### src/hdl/cvde_pkg.sv
`default_nettype none
package cvde_pkg;
  localparam int MaxWidth = 1024;
  localparam int ColW = $clog2(MaxWidth);
  localparam int LsAddrW = $clog2(2 * MaxWidth);
  localparam int PixW = 24;
  localparam int DistW = 13;
  localparam int SumW = 16;
  localparam int ProdW = 20;

  typedef enum logic [1:0] {
    REG_HIGH_RANK = 2'd0,
    REG_LOW_RANK  = 2'd1,
    REG_WIDTH     = 2'd2,
    REG_HEIGHT    = 2'd3
  } reg_index_t;

  typedef enum logic [3:0] {
    ST_IDLE, ST_RD, ST_LOAD, ST_DIST, ST_SORT, ST_SUML, ST_MIN, ST_DIV, ST_OUT
  } state_t;

  typedef struct packed {
    logic start;
    logic busy;
    logic done;
  } sqrt_ctl_t;
endpackage
`default_nettype wire

### src/hdl/cvde_sqrt.sv
`default_nettype none
module cvde_sqrt (
  input  wire logic               clk,
  input  wire logic               rst,
  input  wire logic               start,
  input  wire logic [25:0]        radicand,
  output      logic               done,
  output      logic [cvde_pkg::DistW-1:0] root
);
  import cvde_pkg::*;
  logic [25:0] rem;
  logic [25:0] res;
  logic [25:0] bitv;
  logic        busy;
  logic [25:0] trial;
  logic [13:0] s;
  assign trial = res + bitv;
  assign s = res[13:0];
  always_ff @(posedge clk) begin
    if (rst) begin
      busy <= 1'b0;
      done <= 1'b0;
    end else begin
      done <= 1'b0;
      if (start) begin
        busy <= 1'b1;
        rem  <= radicand;
        res  <= '0;
        bitv <= 26'd1 << 24;
      end else if (busy) begin
        if (bitv == '0) begin
          busy <= 1'b0;
          done <= 1'b1;
          root <= (rem > {12'd0, s}) ? DistW'(s + 14'd1) : DistW'(s);
        end else begin
          if (rem >= trial) begin
            rem <= rem - trial;
            res <= (res >> 1) + bitv;
          end else begin
            res <= res >> 1;
          end
          bitv <= bitv >> 2;
        end
      end
    end
  end
endmodule
`default_nettype wire

### config.mk
export PLATFORM = sky130hd
export DESIGN_NAME = cvde_sqrt
export DESIGN_NICKNAME = d
export VERILOG_FILES = /design/src/hdl/cvde_pkg.sv /design/src/hdl/cvde_sqrt.sv
export SDC_FILE = /design/constraint.sdc
export NUM_CORES = 1
export LEC_CHECK = 0
export ABC_AREA = 1
export ABC_CLOCK_PERIOD_IN_PS = 4340
export BUFFER_PORTS_ARGS = -buffer_cell sky130_fd_sc_hd__buf_2
export CAP_MARGIN = 10
export CORE_ASPECT_RATIO = 1.25
export CORE_MARGIN = 5
export CORE_UTILIZATION = 55
export CTS_CLUSTER_DIAMETER = 60
export DETAILED_ROUTE_END_ITERATION = 10
export PLACE_DENSITY = 0.76
export SLEW_MARGIN = 40
export SYNTH_ARGS = -nofsm -noshare
export SYNTH_HDL_FRONTEND = slang
export SYNTH_SLANG_ARGS = --single-unit
### constraint.sdc
create_clock -name clk -period 4.34 [get_ports clk]
set_input_delay 0.868 -clock clk [delete_from_list [all_inputs] [get_ports clk]]
set_output_delay 0.868 -clock clk [all_outputs]
set_load 0.02 [all_outputs]
==> metrics.txt, run 1 <==
outcome complete, no violations; number of vias per cell 5.43; Arr. time, crit path 4.02 ns; port bufs 42; sequential area share after synthesis 0.274; Pwr Density 402 mW/mm^2; fmax 253 MHz; Inserted Diodes 0; synth warn 0; Hold Path Class flop to flop; Cell variety after synth 38; Critical path buffers and inverters 2; nets 1491; maxcap violations 0; hold-fix buffer count after cts 0; first-pass GRT wire length 40.5 mm; post-layout util 0.611; core area 0.0156 sq mm; GP Congestion 1.02; area grow syn2layout 9.38%; Setup Skew 0.00870 ns; RSZ-0062 raised after global routing no; Synth Flop Type edfxtp_1; worst skew pair latency 0.36 ns; via count 8738; period utilisation layout 0.911; Synth top area share 0.269; H-tree levels 3; syn nets 1452; crit path cell chain ha_1, ha_1, nand3_1, nand2_1, nand3_1, nand2_1, nand3_1, nand3_1, xnor2_1, ha_1, nand2_2, nor2_1, nand2_1, nor2_1, nand2_1, nand3_2, nor2_4, nand3_1, nand2_1, inv_1, buf_12; area leader, netlist edfxtp_1; Worst EP required 4.40 ns; CP max FO 26; Longest Clk Path Bufs 2; vias in the first global route 8184; Post-synth ARST share 0; EDFF count, synth 78; post-synthesis cell area 0.00870 sq mm; CP Class flop to flop; root buffer cell clkbuf_16; grt ovf 0; Ports 43; Synth area leaders edfxtp_1 (27%), nand2_1 (21%), ha_1 (9.9%); final antenna-violating net count 0; DRT iter0 DRCs 634; cell leakage power 4.90 nW; crit end category flop; setup TNS 0 ns; initial antenna violation count 0; CTS tree yes; delay of the slowest critical-path stage 0.50 ns; syn_area_per_cell 6.43 sq um; Crit path max-delay family simple AND/OR/NAND/NOR gates; fin crit period 3.96 ns; cell count after synthesis 1353; DRC Markers 0; cts repair resizes 0; Inserted Clock Buffers 9; relative slew slack 0.639; Routed WL per cell 15.5 microns; chip width 122 microns; Reg clk slew, reported paths 0.07 ns; slowest stage cell, crit path edfxtp_1; Worst-Margin Slew 0.541 ns; startpoint types flop; Post-CTS Repair Setup Buffers 0; global-route usage over all layers 0.280; Die Y 151 microns; largest net degree at the start of global routing 53; Final Setup Violations 0; Peak VDD IR 0.195 mV; layout cells sized above 1 0.0838; initial core utilization 0.559; FF+latch count, synth 80; Final Hold Viols 0; Row Count 51; CTS Sinks 80; dpl hpwl 19.6 mm; Routed WL 25.0 mm; final-report max-slew violation count 0; First-pass DRT Iterations 5; die area 0.0185 sq mm
==> synthesized netlist by cell type, drive strengths merged (8+ instances only) <==
| master | count |
|---|---|
| nor3 | 13 |
| inv | 210 |
| edfxtp | 78 |
| xor2 | 35 |
| nand2 | 494 |
| o21ai | 35 |
| nor2 | 117 |
| a21oi | 42 |
| ha | 69 |
| clkbuf | 8 |
| nand3 | 131 |
| buf | 25 |
| nand4 | 47 |
| xnor2 | 15 |
==> logic make-up after synthesis <==
logic type / Yosys count / share of synthesized area
adder cells (fa/ha/maj): 70 / 0.102
AO/OA/AOI/OAI: 88 / 0.0541
flip-flops: 80 / 0.274
XOR/XNOR: 50 / 0.0503
buffers and inverters: 243 / 0.113
AND/OR/NAND/NOR: 822 / 0.408
==> stage by stage <==
stage | hold WS, ns | power [W] | cells | setup slack, ns | area [sq um]
after floorplan | 0.438 | 0.00242 | 1353 | 0.698 | 8700
after global placement | 0.471 | 0.00282 | 1593 | 0.520 | 9160
after detailed placement | 0.489 | 0.00285 | 1593 | 0.504 | 9160
after CTS | 0.499 | 0.00380 | 1609 | 0.488 | 9520
after global routing | 0.514 | 0.00409 | 1609 | 0.0806 | 9520
final | 0.496 | 0.00382 | 1609 | 0.384 | 9520
==> layout by cell type (no fill, tap or decap), types with 2 or more instances in the layout <==
cell       instances
o211ai_1           3
nand2_2           10
nand3_2            3
a21oi_1           40
clkbuf_16          9
buf_4             18
inv_2              4
nand4_1           46
xor2_1            35
a31oi_1            2
o21bai_1           4
xnor2_1           15
nor2_2            10
nand3_1          127
nor4_1             2
nor3_1            13
ha_1              69
nor2_1           106
nand3b_1           6
buf_2             42
edfxtp_1          78
o21ai_0           34
bufinv_16          3
or2_2              6
nand2_1          484
dfxtp_1            2
inv_6              2
inv_1            206
and2_1             4
==> flip-flops by register name, summed over array words and instances, names as in the netlist <==
| name | flops |
|---|---|
| bitv | 13 |
| busy | 1 |
| done | 1 |
| rem | 26 |
| res | 26 |
| root | 13 |
==> metal layers <==
layer / global-route usage / routed length, microns / vias up / share of wire
met4: 0.109 / 753 / 0 / 0.030
met5: 0 / 0 / - / 0
li1: - / - / 4432 / -
met2: 0.504 / 12800 / 277 / 0.51
met1: 0.345 / 10100 / 3984 / 0.41
met3: 0.0237 / 1270 / 45 / 0.051
==> worst min-delay path: cells and delay by family, from the launching register on <==
family	cells	cell delay [ns]
buffers and inverters	1	0.09
DFF	1	0.32
and+or+nand+nor	1	0.05
==> report_power, final <==
| group | internal, W | total (W) | switching (W) |
|---|---|---|---|
| Sequential | 0.000972 | 0.00107 | 0.0000946 |
| Combinational | 0.000618 | 0.00180 | 0.00119 |
| Clock | 0.000576 | 0.000950 | 0.000374 |
| Total | 0.00217 | 0.00382 | 0.00165 |
==> final timing paths <==
kind                            startpoint  endpoint  slack [ns]  cells past startpoint
worst max-delay path                res[0]    rem[6]        0.38                     21
worst min-delay path                  busy      done        0.50                      2
worst max register to register      res[0]    rem[6]        0.38                     21
worst min register to register        busy      done        0.50                      2
==> layout make-up <==
cell class | instances | area, sq um
Timing Repair Buffer | 61 | 365
Tap cell | 212 | 265
Clock buffer | 9 | 225
Multi-Input combinational cell | 1030 | 5360
Clock inverter | 7 | 135
Inverter | 210 | 788
Fill cell | 1528 | 6050
Sequential cell | 80 | 2380
(Power assumes the default switching activity.)
==> run 2: changes to the inputs <==
- PLACE_DENSITY: 0.76 -> 0.73
==> run 2 against run 1 <==
  * Fmax decreased by 2.0%
  * Worst setup slack got worse by 0.081 ns
  * Register-to-register slack got worse by 0.08 ns
  * Critical endpoint is now res[20]
==> metrics.txt, run 2 (synthesis results as in run 1) <==
most used cell, CP nand2_1; Ports 43 (unchanged); period utilisation layout 0.930 (+0.0187); slowest stage cell, crit path nor2_2; GP Congestion 0.948 (-6.7%); crit path cell chain ha_1, nand2_1, o21ai_0, nand2_1, o21ai_0, nand2_1, nand3b_1, xnor2_1, ha_1, nand2_2, inv_1, nand2_1, nand2_1, a21oi_1, nand3_2, nor2_2, nand4_1, nand2_1; Final Hold Viols 0 (unchanged); CTS Sinks 80 (unchanged); fin crit period 4.04 ns (+0.0810 ns); number of vias per cell 5.46 (+0.59%); most frequent cells in the layout nand2_1 (484), inv_1 (206), nand3_1 (127), nor2_1 (106), edfxtp_1 (78); initial core utilization 0.559 (unchanged); Arr. time, crit path 4.26 ns (+0.24 ns); fmax 248 MHz (-2.0%); post-route non-filler standard cell count 1617 (+0.50%); Reg clk slew, reported paths 0.07 ns (about the same); die area 0.0185 sq mm (unchanged); RSZ-0062 raised after global routing no; DR WL met2 13.5 mm (+5.1%); startpoint types flop; CP Class flop to flop; core area 0.0156 sq mm (unchanged); DRC Markers 0 (unchanged); grt ovf 0 (unchanged); Worst-Margin Slew 0.754 ns (+0.212 ns); Seq. cell area 0.00238 sq mm (unchanged); placed standard-cell area 0.00919 sq mm (+0.36%); final-report max-slew violation count 0 (unchanged); Crit path max-delay family simple AND/OR/NAND/NOR gates; Hold WS 0.491 ns (-0.00509 ns); worst skew pair latency 0.36 ns (about the same); via count 8833 (+1.1%); vias in the first global route 8448 (+3.2%); root buffer cell clkbuf_16; fin area 0.00957 sq mm (+0.55%); Top Registers rem: 26 flops, res: 26 flops; layout cells sized above 1 0.0897 (+0.00593); Setup WS pre-CTS 0.0995 ns (-0.404 ns); CTS tree yes; chip width 122 microns (unchanged); DR top layer met4; outcome complete, no violations; largest net degree at the start of global routing 52 (-1.9%); M1 WL 10.4 mm (+2.7%); final antenna-violating net count 0 (unchanged); Filler cells 1580 (+3.4%); global-route usage over all layers 0.284 (+0.00373); Final Setup Violations 0 (unchanged); dpl hpwl 20.3 mm (+3.3%); Critical path buffers and inverters 1 (-1); area grow syn2layout 9.98%; Worst EP required 4.56 ns (+0.16 ns); CP max FO 13 (-50%); crit end category flop; nets 1499 (+0.54%); delay of the slowest critical-path stage 0.63 ns (+0.13 ns); H-tree levels 3 (unchanged); Inserted Diodes 0 (unchanged); initial antenna violation count 0 (unchanged); Longest Clk Path Bufs 2 (unchanged); Routed WL 26.3 mm (+5.2%); most common cell after layout, fill and taps aside nand2_1; Inserted Clock Buffers 9 (unchanged); Die Y 151 microns (unchanged); Row Count 51 (unchanged); placed cell count 1599 (+0.38%); Pwr Density 404 mW/mm^2 (+0.60%); Setup Skew 0.00757 ns (-0.00113 ns); First-pass DRT Iterations 5 (unchanged); port bufs 42 (unchanged); DRT iter0 DRCs 566 (-11%); Peak VDD IR 0.223 mV (+14%); cell leakage power 4.94 nW (+0.69%); relative slew slack 0.497 (-0.142); Final WS setup 0.303 ns (-0.0810 ns); Routed WL per cell 16.3 microns (+4.7%); setup TNS 0 ns (unchanged); Met3 Wirelength 1.52 mm (+20%); multi-input logic area 0.00537 sq mm (+0.28%); Hold Path Class flop to flop; first-pass GRT wire length 40.7 mm (+0.63%); maxcap violations 0 (unchanged)
[run 2: changes by cell type in the layout (fill, tap and decap cells not counted)]
cell	before	now
a21oi_1	40	39
inv_8	1	3
a21oi_2	1	2
o21ai_0	34	33
nor2_4	1	2
clkinv_8	1	0
buf_4	18	26
inv_6	2	1
buf_12	1	0
o21ai_1	1	2
[run 2: layout make-up]
cell class	count	share of cell area
multi-input cells	1031	0.561
flip-flops and latches	80	0.249
inverters	210	0.0824
repair buffers	68	0.0424
well taps	212	0.0277
clock buffers	9	0.0235
clock inverters	7	0.0139
[run 2: what timing repair did]
action / 4_1_cts / 5_1_grt
resized for setup: 0 / 3
endpoints found under the setup margin: 0 / 26
hold buffers: 0 / 0
buffers inserted: 0 / 1
[run 2: worst paths after layout]
| path | from | to | slack [ns] | cells past startpoint |
|---|---|---|---|---|
| setup / recovery | bitv[6] | res[20] | 0.30 | 18 |
| hold / removal | busy | done | 0.49 | 2 |
| setup reg to reg | bitv[6] | res[20] | 0.30 | 18 |
| hold reg to reg | busy | done | 0.49 | 2 |
[run 2: power by group]
group / internal [W] / switching [W] / total, W
clock network: 0.000578 / 0.000380 / 0.000957
logic: 0.000631 / 0.00121 / 0.00184
registers: 0.000972 / 0.0000918 / 0.00106
[run 2: tightest hold or removal path, stage by stage, from the launching register on]
cell	delay [ns]
dfxtp_1	0.32
inv_1	0.08
nor4_1	0.05
[run 2: through the flow]
| stage | util | power, W |
|---|---|---|
| 2_1_floorplan | - | 0.00242 |
| 3_3_place_gp | 0.590 | 0.00285 |
| 3_5_place_dp | 0.590 | 0.00287 |
| 4_1_cts | 0.613 | 0.00382 |
| 5_1_grt | 0.615 | 0.00413 |
| 6_report | 0.615 | 0.00387 |
[run 2: routing by layer]
layer  vias up  GRT usage
met1      4005      0.337
met5         -          0
met2       302      0.516
met4         0      0.109
met3        67     0.0376
li1       4459          -
